**src/sv/atcd_pkg.sv**
```systemverilog
// Shared types, constants and the header prefix table for the chunked download deframer.
`timescale 1ns / 1ps
`default_nettype none
package atcd_pkg;

  localparam int BLOCK_BYTES_DEF = 4096;
  localparam int COUNT_BITS_DEF  = 24;
  localparam int QUEUE_DEPTH     = 2;

  localparam logic [4:0]  HEADER_LIMIT = 5'd30;
  localparam logic [4:0]  PREFIX_LEN   = 5'd10;
  localparam logic [3:0]  WORD_LIMIT   = 4'd10;
  localparam logic [23:0] SIZE_SAT     = 24'hFFFFFF;

  localparam logic [7:0] CH_PLUS  = 8'h2B;
  localparam logic [7:0] CH_COMMA = 8'h2C;
  localparam logic [7:0] CH_O     = 8'h4F;
  localparam logic [7:0] CH_E     = 8'h45;
  localparam logic [7:0] CH_K     = 8'h4B;
  localparam logic [7:0] CH_R     = 8'h52;
  localparam logic [7:0] CH_ZERO  = 8'h30;
  localparam logic [7:0] CH_NINE  = 8'h39;
  localparam logic [7:0] CH_SPACE = 8'h20;
  localparam logic [7:0] CH_TAB   = 8'h09;
  localparam logic [7:0] CH_CR    = 8'h0D;

  typedef enum logic [1:0] {
    PH_WAIT,
    PH_HEADER,
    PH_DATA,
    PH_DONE
  } phase_t;

  typedef enum logic [1:0] {
    NUM_SKIP,
    NUM_DIGITS,
    NUM_STOP
  } num_t;

  typedef enum logic [2:0] {
    WM_NONE,
    WM_O,
    WM_E,
    WM_ER,
    WM_ERR,
    WM_ERRO,
    WM_JUNK
  } word_t;

  typedef enum logic [1:0] {
    ST_RUN   = 2'd0,
    ST_OK    = 2'd1,
    ST_ERR   = 2'd2,
    ST_SHORT = 2'd3
  } status_t;

  typedef struct packed {
    logic       restart;
    logic [7:0] rx_byte;
    logic       is_digit;
    logic [3:0] digit;
    logic       is_blank;
    logic       is_plus;
    logic       is_comma;
    logic       is_o;
    logic       is_e;
    logic       is_k;
    logic       is_r;
  } class_t;

  typedef struct packed {
    logic        payload_valid;
    logic [7:0]  payload_byte;
    logic        block_end;
    logic [11:0] tail_count;
    logic [23:0] bytes_received;
    status_t     status;
  } result_t;

  function automatic logic [7:0] prefix_char(input logic [3:0] pos);
    logic [7:0] ch;
    case (pos)
      4'd0: ch = 8'h2B;
      4'd1: ch = 8'h48;
      4'd2: ch = 8'h54;
      4'd3: ch = 8'h54;
      4'd4: ch = 8'h50;
      4'd5: ch = 8'h43;
      4'd6: ch = 8'h47;
      4'd7: ch = 8'h45;
      4'd8: ch = 8'h54;
      4'd9: ch = 8'h3A;
      default: ch = 8'h00;
    endcase
    return ch;
  endfunction

endpackage
`default_nettype wire

```
**src/sv/at_chunked_download_deframer.sv**
```systemverilog
// Top level of the chunked download deframer for modem reply bytes.
// Bytes are registered in the middle queue, results in the result queue before the ports.
// Throughput: one byte per cycle if no queue is full; the parser updates once per byte.
// Queues of two entries sit between classifier and core and in front of the result port.
// Reset (rst, synchronous): parser idle, counts zero, status running, expected_total zero.
`timescale 1ns / 1ps
`default_nettype none
module at_chunked_download_deframer #(
  parameter int BLOCK_BYTES = atcd_pkg::BLOCK_BYTES_DEF,
  parameter int COUNT_BITS  = atcd_pkg::COUNT_BITS_DEF
) (
  input  wire logic        clk,
  input  wire logic        rst,
  input  wire logic        push,
  output logic             full,
  input  wire logic        req_type,
  input  wire logic [7:0]  rx_byte,
  output logic             empty,
  input  wire logic        pop,
  output logic             payload_valid,
  output logic [7:0]       payload_byte,
  output logic             block_end,
  output logic [11:0]      tail_count,
  output logic [23:0]      bytes_received,
  output logic [1:0]       status,
  input  wire logic        expected_total_wen,
  input  wire logic [23:0] expected_total
);

  localparam int CLASS_W  = $bits(atcd_pkg::class_t);
  localparam int RESULT_W = $bits(atcd_pkg::result_t);

  logic [23:0]       exp_total;
  logic              mid_full;
  logic              mid_push;
  logic              mid_empty;
  logic              mid_pop;
  logic              back_ready;
  logic              res_push;
  logic              res_full;
  atcd_pkg::class_t  front_item;
  atcd_pkg::class_t  back_item;
  atcd_pkg::result_t back_result;
  atcd_pkg::result_t head_result;
  logic [CLASS_W-1:0]  mid_rdata;
  logic [RESULT_W-1:0] res_rdata;

  always_ff @(posedge clk) begin
    if (rst) begin
      exp_total <= '0;
    end else if (expected_total_wen) begin
      exp_total <= expected_total;
    end
  end

  atcd_front u_front (
    .push     (push),
    .req_type (req_type),
    .rx_byte  (rx_byte),
    .full     (full),
    .q_full   (mid_full),
    .q_push   (mid_push),
    .q_item   (front_item)
  );

  atcd_fifo #(
    .WIDTH (CLASS_W),
    .DEPTH (atcd_pkg::QUEUE_DEPTH)
  ) u_mid_q (
    .clk   (clk),
    .rst   (rst),
    .push  (mid_push),
    .wdata (front_item),
    .full  (mid_full),
    .pop   (mid_pop),
    .rdata (mid_rdata),
    .empty (mid_empty)
  );

  assign back_item = mid_rdata;
  assign mid_pop   = back_ready && !mid_empty;

  atcd_back #(
    .BLOCK_BYTES (BLOCK_BYTES),
    .COUNT_BITS  (COUNT_BITS)
  ) u_back (
    .clk            (clk),
    .rst            (rst),
    .expected_total (exp_total),
    .in_valid       (!mid_empty),
    .in_item        (back_item),
    .in_ready       (back_ready),
    .out_push       (res_push),
    .out_item       (back_result),
    .out_full       (res_full)
  );

  atcd_fifo #(
    .WIDTH (RESULT_W),
    .DEPTH (atcd_pkg::QUEUE_DEPTH)
  ) u_res_q (
    .clk   (clk),
    .rst   (rst),
    .push  (res_push),
    .wdata (back_result),
    .full  (res_full),
    .pop   (pop),
    .rdata (res_rdata),
    .empty (empty)
  );

  assign head_result    = res_rdata;
  assign payload_valid  = head_result.payload_valid;
  assign payload_byte   = head_result.payload_byte;
  assign block_end      = head_result.block_end;
  assign tail_count     = head_result.tail_count;
  assign bytes_received = head_result.bytes_received;
  assign status         = head_result.status;

endmodule
`default_nettype wire

```
**src/sv/atcd_fifo.sv**
```systemverilog
// Small synchronous queue used between front, back and the result port.
`timescale 1ns / 1ps
`default_nettype none
module atcd_fifo #(
  parameter int WIDTH = 8,
  parameter int DEPTH = atcd_pkg::QUEUE_DEPTH
) (
  input  wire logic             clk,
  input  wire logic             rst,
  input  wire logic             push,
  input  wire logic [WIDTH-1:0] wdata,
  output logic                  full,
  input  wire logic             pop,
  output logic [WIDTH-1:0]      rdata,
  output logic                  empty
);

  localparam int PTR_BITS = (DEPTH > 1) ? $clog2(DEPTH) : 1;
  localparam int CNT_BITS = $clog2(DEPTH + 1);

  logic [WIDTH-1:0]    mem [DEPTH];
  logic [PTR_BITS-1:0] wr_ptr;
  logic [PTR_BITS-1:0] rd_ptr;
  logic [CNT_BITS-1:0] count;
  logic                do_push;
  logic                do_pop;

  assign full    = (count == CNT_BITS'(DEPTH));
  assign empty   = (count == '0);
  assign do_push = push && !full;
  assign do_pop  = pop && !empty;
  assign rdata   = mem[rd_ptr];

  always_ff @(posedge clk) begin
    if (do_push) begin
      mem[wr_ptr] <= wdata;
    end
  end

  always_ff @(posedge clk) begin
    if (rst) begin
      wr_ptr <= '0;
      rd_ptr <= '0;
      count  <= '0;
    end else begin
      if (do_push) begin
        wr_ptr <= (wr_ptr == PTR_BITS'(DEPTH - 1)) ? '0 : wr_ptr + 1'b1;
      end
      if (do_pop) begin
        rd_ptr <= (rd_ptr == PTR_BITS'(DEPTH - 1)) ? '0 : rd_ptr + 1'b1;
      end
      case ({do_push, do_pop})
        2'b10:   count <= count + 1'b1;
        2'b01:   count <= count - 1'b1;
        default: count <= count;
      endcase
    end
  end

endmodule
`default_nettype wire

```
**src/sv/atcd_front.sv**
```systemverilog
// Input side: takes received bytes and classifies them for the parser.
`timescale 1ns / 1ps
`default_nettype none
module atcd_front (
  input  wire logic       push,
  input  wire logic       req_type,
  input  wire logic [7:0] rx_byte,
  output logic            full,
  input  wire logic       q_full,
  output logic            q_push,
  output atcd_pkg::class_t q_item
);

  logic is_digit;

  assign full     = q_full;
  assign q_push   = push && !q_full;
  assign is_digit = (rx_byte >= atcd_pkg::CH_ZERO) && (rx_byte <= atcd_pkg::CH_NINE);

  always_comb begin
    q_item.restart  = req_type;
    q_item.rx_byte  = rx_byte;
    q_item.is_digit = is_digit;
    q_item.digit    = rx_byte[3:0];
    q_item.is_blank = (rx_byte == atcd_pkg::CH_SPACE) ||
                      ((rx_byte >= atcd_pkg::CH_TAB) && (rx_byte <= atcd_pkg::CH_CR));
    q_item.is_plus  = (rx_byte == atcd_pkg::CH_PLUS);
    q_item.is_comma = (rx_byte == atcd_pkg::CH_COMMA);
    q_item.is_o     = (rx_byte == atcd_pkg::CH_O);
    q_item.is_e     = (rx_byte == atcd_pkg::CH_E);
    q_item.is_k     = (rx_byte == atcd_pkg::CH_K);
    q_item.is_r     = (rx_byte == atcd_pkg::CH_R);
  end

endmodule
`default_nettype wire

```
**src/sv/atcd_back.sv**
```systemverilog
// Parser core: header match, size parse, payload counting and final status.
`timescale 1ns / 1ps
`default_nettype none
module atcd_back #(
  parameter int BLOCK_BYTES = atcd_pkg::BLOCK_BYTES_DEF,
  parameter int COUNT_BITS  = atcd_pkg::COUNT_BITS_DEF
) (
  input  wire logic             clk,
  input  wire logic             rst,
  input  wire logic [23:0]      expected_total,
  input  wire logic             in_valid,
  input  wire atcd_pkg::class_t in_item,
  output logic                  in_ready,
  output logic                  out_push,
  output atcd_pkg::result_t     out_item,
  input  wire logic             out_full
);

  localparam int POS_BITS = $clog2(BLOCK_BYTES);

  atcd_pkg::phase_t  parse_phase, parse_phase_next;
  atcd_pkg::num_t    number_phase, number_phase_next;
  atcd_pkg::word_t   word_match, word_match_next;
  atcd_pkg::status_t final_status, final_status_next;

  logic [4:0]            header_length, header_length_next;
  logic                  prefix_mismatch, prefix_mismatch_next;
  logic [23:0]           chunk_len, chunk_len_next;
  logic [23:0]           chunk_count, chunk_count_next;
  logic [POS_BITS-1:0]   block_position, block_position_next;
  logic [COUNT_BITS-1:0] total_count, total_count_next;
  logic [3:0]            inter_length, inter_length_next;

  logic                  step;
  logic                  to_wait;
  logic                  short_total;
  logic [POS_BITS:0]     pos_inc;
  logic [23:0]           cnt_inc;
  logic [4:0]            hl_inc;
  logic [3:0]            inter_inc;
  logic [27:0]           size_mul;
  logic [POS_BITS+11:0]  pos_ext;
  logic [COUNT_BITS+23:0] tot_ext;

  assign step     = in_valid && !out_full;
  assign in_ready = !out_full;
  assign out_push = step;

  assign pos_inc   = {1'b0, block_position} + 1'b1;
  assign cnt_inc   = chunk_count + 1'b1;
  assign hl_inc    = header_length + 1'b1;
  assign inter_inc = inter_length + 1'b1;
  assign size_mul  = ({4'b0, chunk_len} << 3) + ({4'b0, chunk_len} << 1) +
                     {24'b0, in_item.digit};
  assign short_total = (expected_total != '0) &&
                       ({24'b0, total_count} < {{COUNT_BITS{1'b0}}, expected_total});

  always_comb begin
    parse_phase_next     = parse_phase;
    number_phase_next    = number_phase;
    word_match_next      = word_match;
    final_status_next    = final_status;
    header_length_next   = header_length;
    prefix_mismatch_next = prefix_mismatch;
    chunk_len_next       = chunk_len;
    chunk_count_next     = chunk_count;
    block_position_next  = block_position;
    total_count_next     = total_count;
    inter_length_next    = inter_length;
    to_wait              = 1'b0;
    out_item.payload_valid = 1'b0;
    out_item.payload_byte  = 8'h00;
    out_item.block_end     = 1'b0;

    if (in_item.restart) begin
      to_wait           = 1'b1;
      chunk_len_next    = '0;
      chunk_count_next  = '0;
      block_position_next = '0;
      total_count_next  = '0;
      final_status_next = atcd_pkg::ST_RUN;
    end else begin
      case (parse_phase)
        atcd_pkg::PH_WAIT: begin
          if (in_item.is_plus) begin
            to_wait        = 1'b1;
            chunk_len_next = '0;
          end else if (in_item.is_o) begin
            if (word_match == atcd_pkg::WM_ERR) begin
              word_match_next   = atcd_pkg::WM_ERRO;
              inter_length_next = inter_inc;
            end else begin
              word_match_next   = atcd_pkg::WM_O;
              inter_length_next = 4'd1;
            end
          end else if (in_item.is_e) begin
            word_match_next   = atcd_pkg::WM_E;
            inter_length_next = 4'd1;
          end else if (word_match != atcd_pkg::WM_NONE) begin
            inter_length_next = inter_inc;
            if (word_match == atcd_pkg::WM_O && in_item.is_k) begin
              final_status_next = short_total ? atcd_pkg::ST_SHORT : atcd_pkg::ST_OK;
              parse_phase_next  = atcd_pkg::PH_DONE;
            end else if (word_match == atcd_pkg::WM_E && in_item.is_r) begin
              word_match_next = atcd_pkg::WM_ER;
            end else if (word_match == atcd_pkg::WM_ER && in_item.is_r) begin
              word_match_next = atcd_pkg::WM_ERR;
            end else if (word_match == atcd_pkg::WM_ERRO && in_item.is_r) begin
              final_status_next = atcd_pkg::ST_ERR;
              parse_phase_next  = atcd_pkg::PH_DONE;
            end else if (inter_inc > atcd_pkg::WORD_LIMIT) begin
              word_match_next   = atcd_pkg::WM_NONE;
              inter_length_next = '0;
            end else begin
              word_match_next = atcd_pkg::WM_JUNK;
            end
          end
        end
        atcd_pkg::PH_HEADER: begin
          header_length_next = hl_inc;
          if (header_length < atcd_pkg::PREFIX_LEN) begin
            if (in_item.rx_byte != atcd_pkg::prefix_char(header_length[3:0])) begin
              prefix_mismatch_next = 1'b1;
            end
          end else if (!prefix_mismatch && in_item.is_comma) begin
            if (chunk_len != '0) begin
              parse_phase_next = atcd_pkg::PH_DATA;
              chunk_count_next = '0;
            end else begin
              to_wait = 1'b1;
            end
          end else if (!prefix_mismatch) begin
            case (number_phase)
              atcd_pkg::NUM_SKIP: begin
                if (in_item.is_digit) begin
                  chunk_len_next    = {20'b0, in_item.digit};
                  number_phase_next = atcd_pkg::NUM_DIGITS;
                end else if (!in_item.is_blank) begin
                  number_phase_next = atcd_pkg::NUM_STOP;
                end
              end
              atcd_pkg::NUM_DIGITS: begin
                if (in_item.is_digit) begin
                  chunk_len_next = (size_mul[27:24] != '0) ? atcd_pkg::SIZE_SAT
                                                          : size_mul[23:0];
                end else begin
                  number_phase_next = atcd_pkg::NUM_STOP;
                end
              end
              default: begin
              end
            endcase
          end
          if (hl_inc > atcd_pkg::HEADER_LIMIT) begin
            to_wait = 1'b1;
          end
        end
        atcd_pkg::PH_DATA: begin
          out_item.payload_valid = 1'b1;
          out_item.payload_byte  = in_item.rx_byte;
          chunk_count_next       = cnt_inc;
          if (total_count != {COUNT_BITS{1'b1}}) begin
            total_count_next = total_count + 1'b1;
          end
          if (cnt_inc >= chunk_len) begin
            to_wait = 1'b1;
          end
          if (pos_inc >= (POS_BITS + 1)'(BLOCK_BYTES)) begin
            out_item.block_end  = 1'b1;
            block_position_next = '0;
          end else begin
            block_position_next = pos_inc[POS_BITS-1:0];
          end
        end
        default: begin
        end
      endcase
    end

    if (to_wait) begin
      parse_phase_next     = atcd_pkg::PH_WAIT;
      header_length_next   = '0;
      prefix_mismatch_next = 1'b0;
      number_phase_next    = atcd_pkg::NUM_SKIP;
      word_match_next      = atcd_pkg::WM_NONE;
      inter_length_next    = '0;
      if (!in_item.restart && parse_phase == atcd_pkg::PH_WAIT && in_item.is_plus) begin
        parse_phase_next   = atcd_pkg::PH_HEADER;
        header_length_next = 5'd1;
      end
    end

    pos_ext = {12'b0, block_position_next};
    tot_ext = {24'b0, total_count_next};
    out_item.tail_count     = pos_ext[11:0];
    out_item.bytes_received = tot_ext[23:0];
    out_item.status         = final_status_next;
  end

  always_ff @(posedge clk) begin
    if (rst) begin
      parse_phase <= atcd_pkg::PH_WAIT;
    end else if (step) begin
      parse_phase <= parse_phase_next;
    end
  end

  always_ff @(posedge clk) begin
    if (rst) begin
      number_phase    <= atcd_pkg::NUM_SKIP;
      word_match      <= atcd_pkg::WM_NONE;
      final_status    <= atcd_pkg::ST_RUN;
      header_length   <= '0;
      prefix_mismatch <= 1'b0;
      chunk_len       <= '0;
      chunk_count     <= '0;
      block_position  <= '0;
      total_count     <= '0;
      inter_length    <= '0;
    end else if (step) begin
      number_phase    <= number_phase_next;
      word_match      <= word_match_next;
      final_status    <= final_status_next;
      header_length   <= header_length_next;
      prefix_mismatch <= prefix_mismatch_next;
      chunk_len       <= chunk_len_next;
      chunk_count     <= chunk_count_next;
      block_position  <= block_position_next;
      total_count     <= total_count_next;
      inter_length    <= inter_length_next;
    end
  end

endmodule
`default_nettype wire
```
**config.mk**
```make
export PLATFORM = sky130hd
export DESIGN_NAME = at_chunked_download_deframer
export DESIGN_NICKNAME = d
export VERILOG_FILES = /design/src/sv/atcd_pkg.sv /design/src/sv/at_chunked_download_deframer.sv /design/src/sv/atcd_fifo.sv /design/src/sv/atcd_front.sv /design/src/sv/atcd_back.sv
export SDC_FILE = /design/constraint.sdc
export NUM_CORES = 1
export LEC_CHECK = 0
export ABC_AREA = 1
export BUFFER_PORTS_ARGS = -buffer_cell sky130_fd_sc_hd__clkbuf_2
export CAP_MARGIN = 20
export CORE_MARGIN = 5
export CORE_UTILIZATION = 34
export CTS_BUF_LIST = sky130_fd_sc_hd__clkbuf_16
export DETAILED_ROUTE_END_ITERATION = 8
export SLEW_MARGIN = 5
export SYNTH_ARGS = -nofsm -noshare
export SYNTH_HDL_FRONTEND = slang
export SYNTH_HIERARCHICAL = 1
export SYNTH_SLANG_ARGS = --single-unit
```
**constraint.sdc**
```tcl
create_clock -name clk -period 5.6 [get_ports clk]
set_input_delay 1.12 -clock clk [delete_from_list [all_inputs] [get_ports clk]]
set_output_delay 1.12 -clock clk [all_outputs]
set_load 0.1 [all_outputs]
```
==> results.sh <==
export IMPL_drive_gt1_frac=0.160
export IMPL_cts_buffer_depth=3
export IMPL_stdcell_count=2626
export IMPL_relSlewSlack=0.402
export IMPL_synth_main_ff_cell="dfxtp_1"
export IMPL_num_vias=12613
export IMPL_clk_pin_slew_ns=0.06
export IMPL_layout_nets=2130
export IMPL_synth_most_common_cell="nand2_1"
export IMPL_finalClockSkew_ns=0.00886
export IMPL_htreeDepth=1
export IMPL_p_sw_frac=0.454
export IMPL_power_frac_comb=0.444
export IMPL_seqPwrFrac=0.327
export IMPL_crit_type="register to register"
export IMPL_grt_pass1_vias=12391
export IMPL_initial_utilization=0.343
export IMPL_power_leakage_nw=8.13
export IMPL_viasPerCell=4.80
export IMPL_worstSetupStartpointType="register"
export IMPL_critPathArrivalTime_ns=4.55
export IMPL_die_area_sq_um=52700
export IMPL_synth_edf_count=138
export IMPL_required_ns=6.08
export IMPL_cts_hold_buf=0
export IMPL_worstSkewPairLatency_ns=0.58
export IMPL_fin_crit_ns=4.07
export IMPL_post_route_period_util=0.728
export IMPL_drv_slew=0
export IMPL_powerDensity_nw_per_um2=510
export IMPL_cts_buffers=31
export IMPL_cellInternalPower_mw=5.12
export IMPL_synth_common_cells="nand2_1 (355), inv_1 (258), nor2_1 (214)"
export IMPL_cts_tree="done"
export IMPL_area_growth_pct=12.3
export IMPL_grt_max_degree=74
export IMPL_grt_pass1_wl_um=61700
export IMPL_setup_viol=0
export IMPL_grt_overflow_total=0
export IMPL_antenna_found_initial=0
export IMPL_clock_sinks=282
export IMPL_synth_cells=1920
export IMPL_max_cap_violations=0
export IMPL_synth_ff_latch_count=282
export IMPL_max_freq_mhz=245
export IMPL_route_detailed_drc=0
export IMPL_dp_cells=2566
export IMPL_crit_path_max_fanout=7
export IMPL_tightest_slew_ns=0.897
export IMPL_antenna_cells=0
export IMPL_endpoint_kind="register"
export IMPL_yosysSeqAreaShare=0.429
export IMPL_first_pass_iters=5
export IMPL_io_buffer_count=87
export IMPL_die_height_um=230
export IMPL_async_flop_share=0
export IMPL_netlist_area_sq_um=16400
export IMPL_ant_nets=0
export IMPL_rsz0062_at_grt="false"
export IMPL_fin_tns_setup_ns=0
export IMPL_die_x_um=230
export IMPL_post_cts_resized=0
export IMPL_yosys_warnings=6
export IMPL_hold_class="register to register"
export IMPL_dp_hpwl_um=27000
export IMPL_synth_top_area_share=0.253
export IMPL_total_power_mw=9.37
export IMPL_status="complete, no violations"
export IMPL_place_gp_congestion=0.908
export IMPL_wirelength_um=37200
export IMPL_grt_use_total=0.138
export IMPL_ys_top_cells_by_area="edfxtp_1 (25%), dfxtp_1 (18%), nand2_1 (8.1%)"
export IMPL_ioPinCount=88
export IMPL_p_sw_mw=4.25
export IMPL_core_area_sq_um=47700
export IMPL_synth_top_cell_by_area="edfxtp_1"
export IMPL_hold_viol=0
export IMPL_post_cts_buffers=0
export IMPL_root_buffer="clkbuf_16"
export IMPL_synth_distinct_cells=60
export IMPL_wl_per_cell_um=14.2
export IMPL_row_count=80
export IMPL_clockPowerShare=0.230
export IMPL_drt_iter0_drc=834
export IMPL_synth_fp_nets=2064
export IMPL_syn_area_per_cell_sq_um=8.53
export IMPL_peakVddDrop_v=0.000319
export IMPL_fill_cells=4725
[metal layers]
layer	GRT usage	up-vias	wire length, um
li1	-	6500	-
met1	0.181	5830	17200
met2	0.237	223	17500
met3	0.0185	60	1620
met4	0.0404	0	910
met5	0	-	0
[flip-flops by register name, indices dropped and copies added (netlist names), named ones only]
register	count
exp_total	24
u_back/block_position	12
u_back/chunk_count	24
u_back/chunk_len	24
u_back/final_status	2
u_back/header_length	5
u_back/inter_length	4
u_back/number_phase	2
u_back/parse_phase	2
u_back/prefix_mismatch	1
u_back/total_count	24
u_back/word_match	3
u_mid_q/count	2
u_mid_q/mem	42
u_mid_q/rd_ptr	1
u_mid_q/wr_ptr	1
u_res_q/count	2
u_res_q/mem	96
u_res_q/rd_ptr	1
u_res_q/wr_ptr	1
[through the flow]
stage	util	cell area [sq um]	hold slack, ns	setup WS, ns
2_1_floorplan	-	16400	0.449	1.60
3_3_place_gp	0.362	17300	0.464	1.59
3_5_place_dp	0.362	17300	0.465	1.51
4_1_cts	0.384	18300	0.474	1.49
5_1_grt	0.385	18400	0.496	1.14
6_report	0.385	18400	0.472	1.53
[cell usage in the layout, fill, tap and decap left out, drive strengths merged, types with 13 or more instances in the layout]
master  netlist  final
nand2       373    373
inv         279    282
nor2        232    232
a21oi       149    149
dfxtp       144    144
edfxtp      138    138
clkbuf       26    118
ha          104    104
nand3        83     83
o21ai        73     73
mux2         69     69
nand4        34     34
xor2         33     33
nor3         29     29
xnor2        22     22
clkinv        2     20
a31oi        16     16
a22oi        13     13
[final cells by class]
class / count / area, sq um / share of cell area
Clock buffer: 31 / 776 / 0.0422
Clock inverter: 27 / 298 / 0.0162
Inverter: 281 / 1060 / 0.0575
Multi-Input combinational cell: 1291 / 7910 / 0.430
Sequential cell: 282 / 7030 / 0.382
Tap cell: 615 / 769 / 0.0418
Timing Repair Buffer: 99 / 553 / 0.0301
[power groups by stage]
stage	combinational [mW]	clock (mW)	sequential, mW
after floorplan	3.42	0	3.01
after global placement	4.09	0	3.09
after detailed placement	4.14	0	3.11
after global routing	4.51	2.29	3.12
after CTS	4.16	2.21	3.07
final	4.16	2.15	3.06
[final timing paths]
kind | startpoint | end | slack, ns | depth (start not counted)
worst max-delay path | u_back/chunk_count[0] | register | 1.53 | 27
worst max register to register | u_back/chunk_count[0] | register | 1.53 | 27
worst min register to register | exp_total[9] | exp_total[9] | 0.47 | 2
worst min-delay path | exp_total[9] | exp_total[9] | 0.47 | 2
[kinds of logic (layout without fill, tap and decap cells)]
logic type | after synthesis | count (layout) | share of synthesized area
AO/OA/AOI/OAI | 288 | 288 | 0.0992
XOR/XNOR | 55 | 55 | 0.0303
adder cells (fa/ha/maj) | 106 | 106 | 0.0819
buffers and inverters | 347 | 438 | 0.0889
flip-flops | 282 | 282 | 0.429
multiplexers | 69 | 69 | 0.0566
AND/OR/NAND/NOR | 773 | 773 | 0.214
[critical path, stage by stage, from the launching register on]
cell	delay [ns]
dfxtp_1	0.41
nand3_2	0.14
nor3b_4	0.23
nand2_2	0.13
nor2_4	0.12
nand2_2	0.09
nor2_4	0.12
nand2_4	0.07
nor2_4	0.11
nand4_2	0.09
xor2_1	0.19
clkinv_2	0.10
ha_1	0.31
a21oi_1	0.15
o21ai_0	0.09
nor2_1	0.10
nand3_1	0.20
nand2_2	0.20
nand4_2	0.15
nand2_2	0.19
inv_2	0.07
nand2_1	0.07
nand3_2	0.12
ha_1	0.31
nand2_1	0.07
nand2_1	0.05
nand2_1	0.05
nand2_1	0.05
Note: power is estimated with default switching activity, not from simulation.
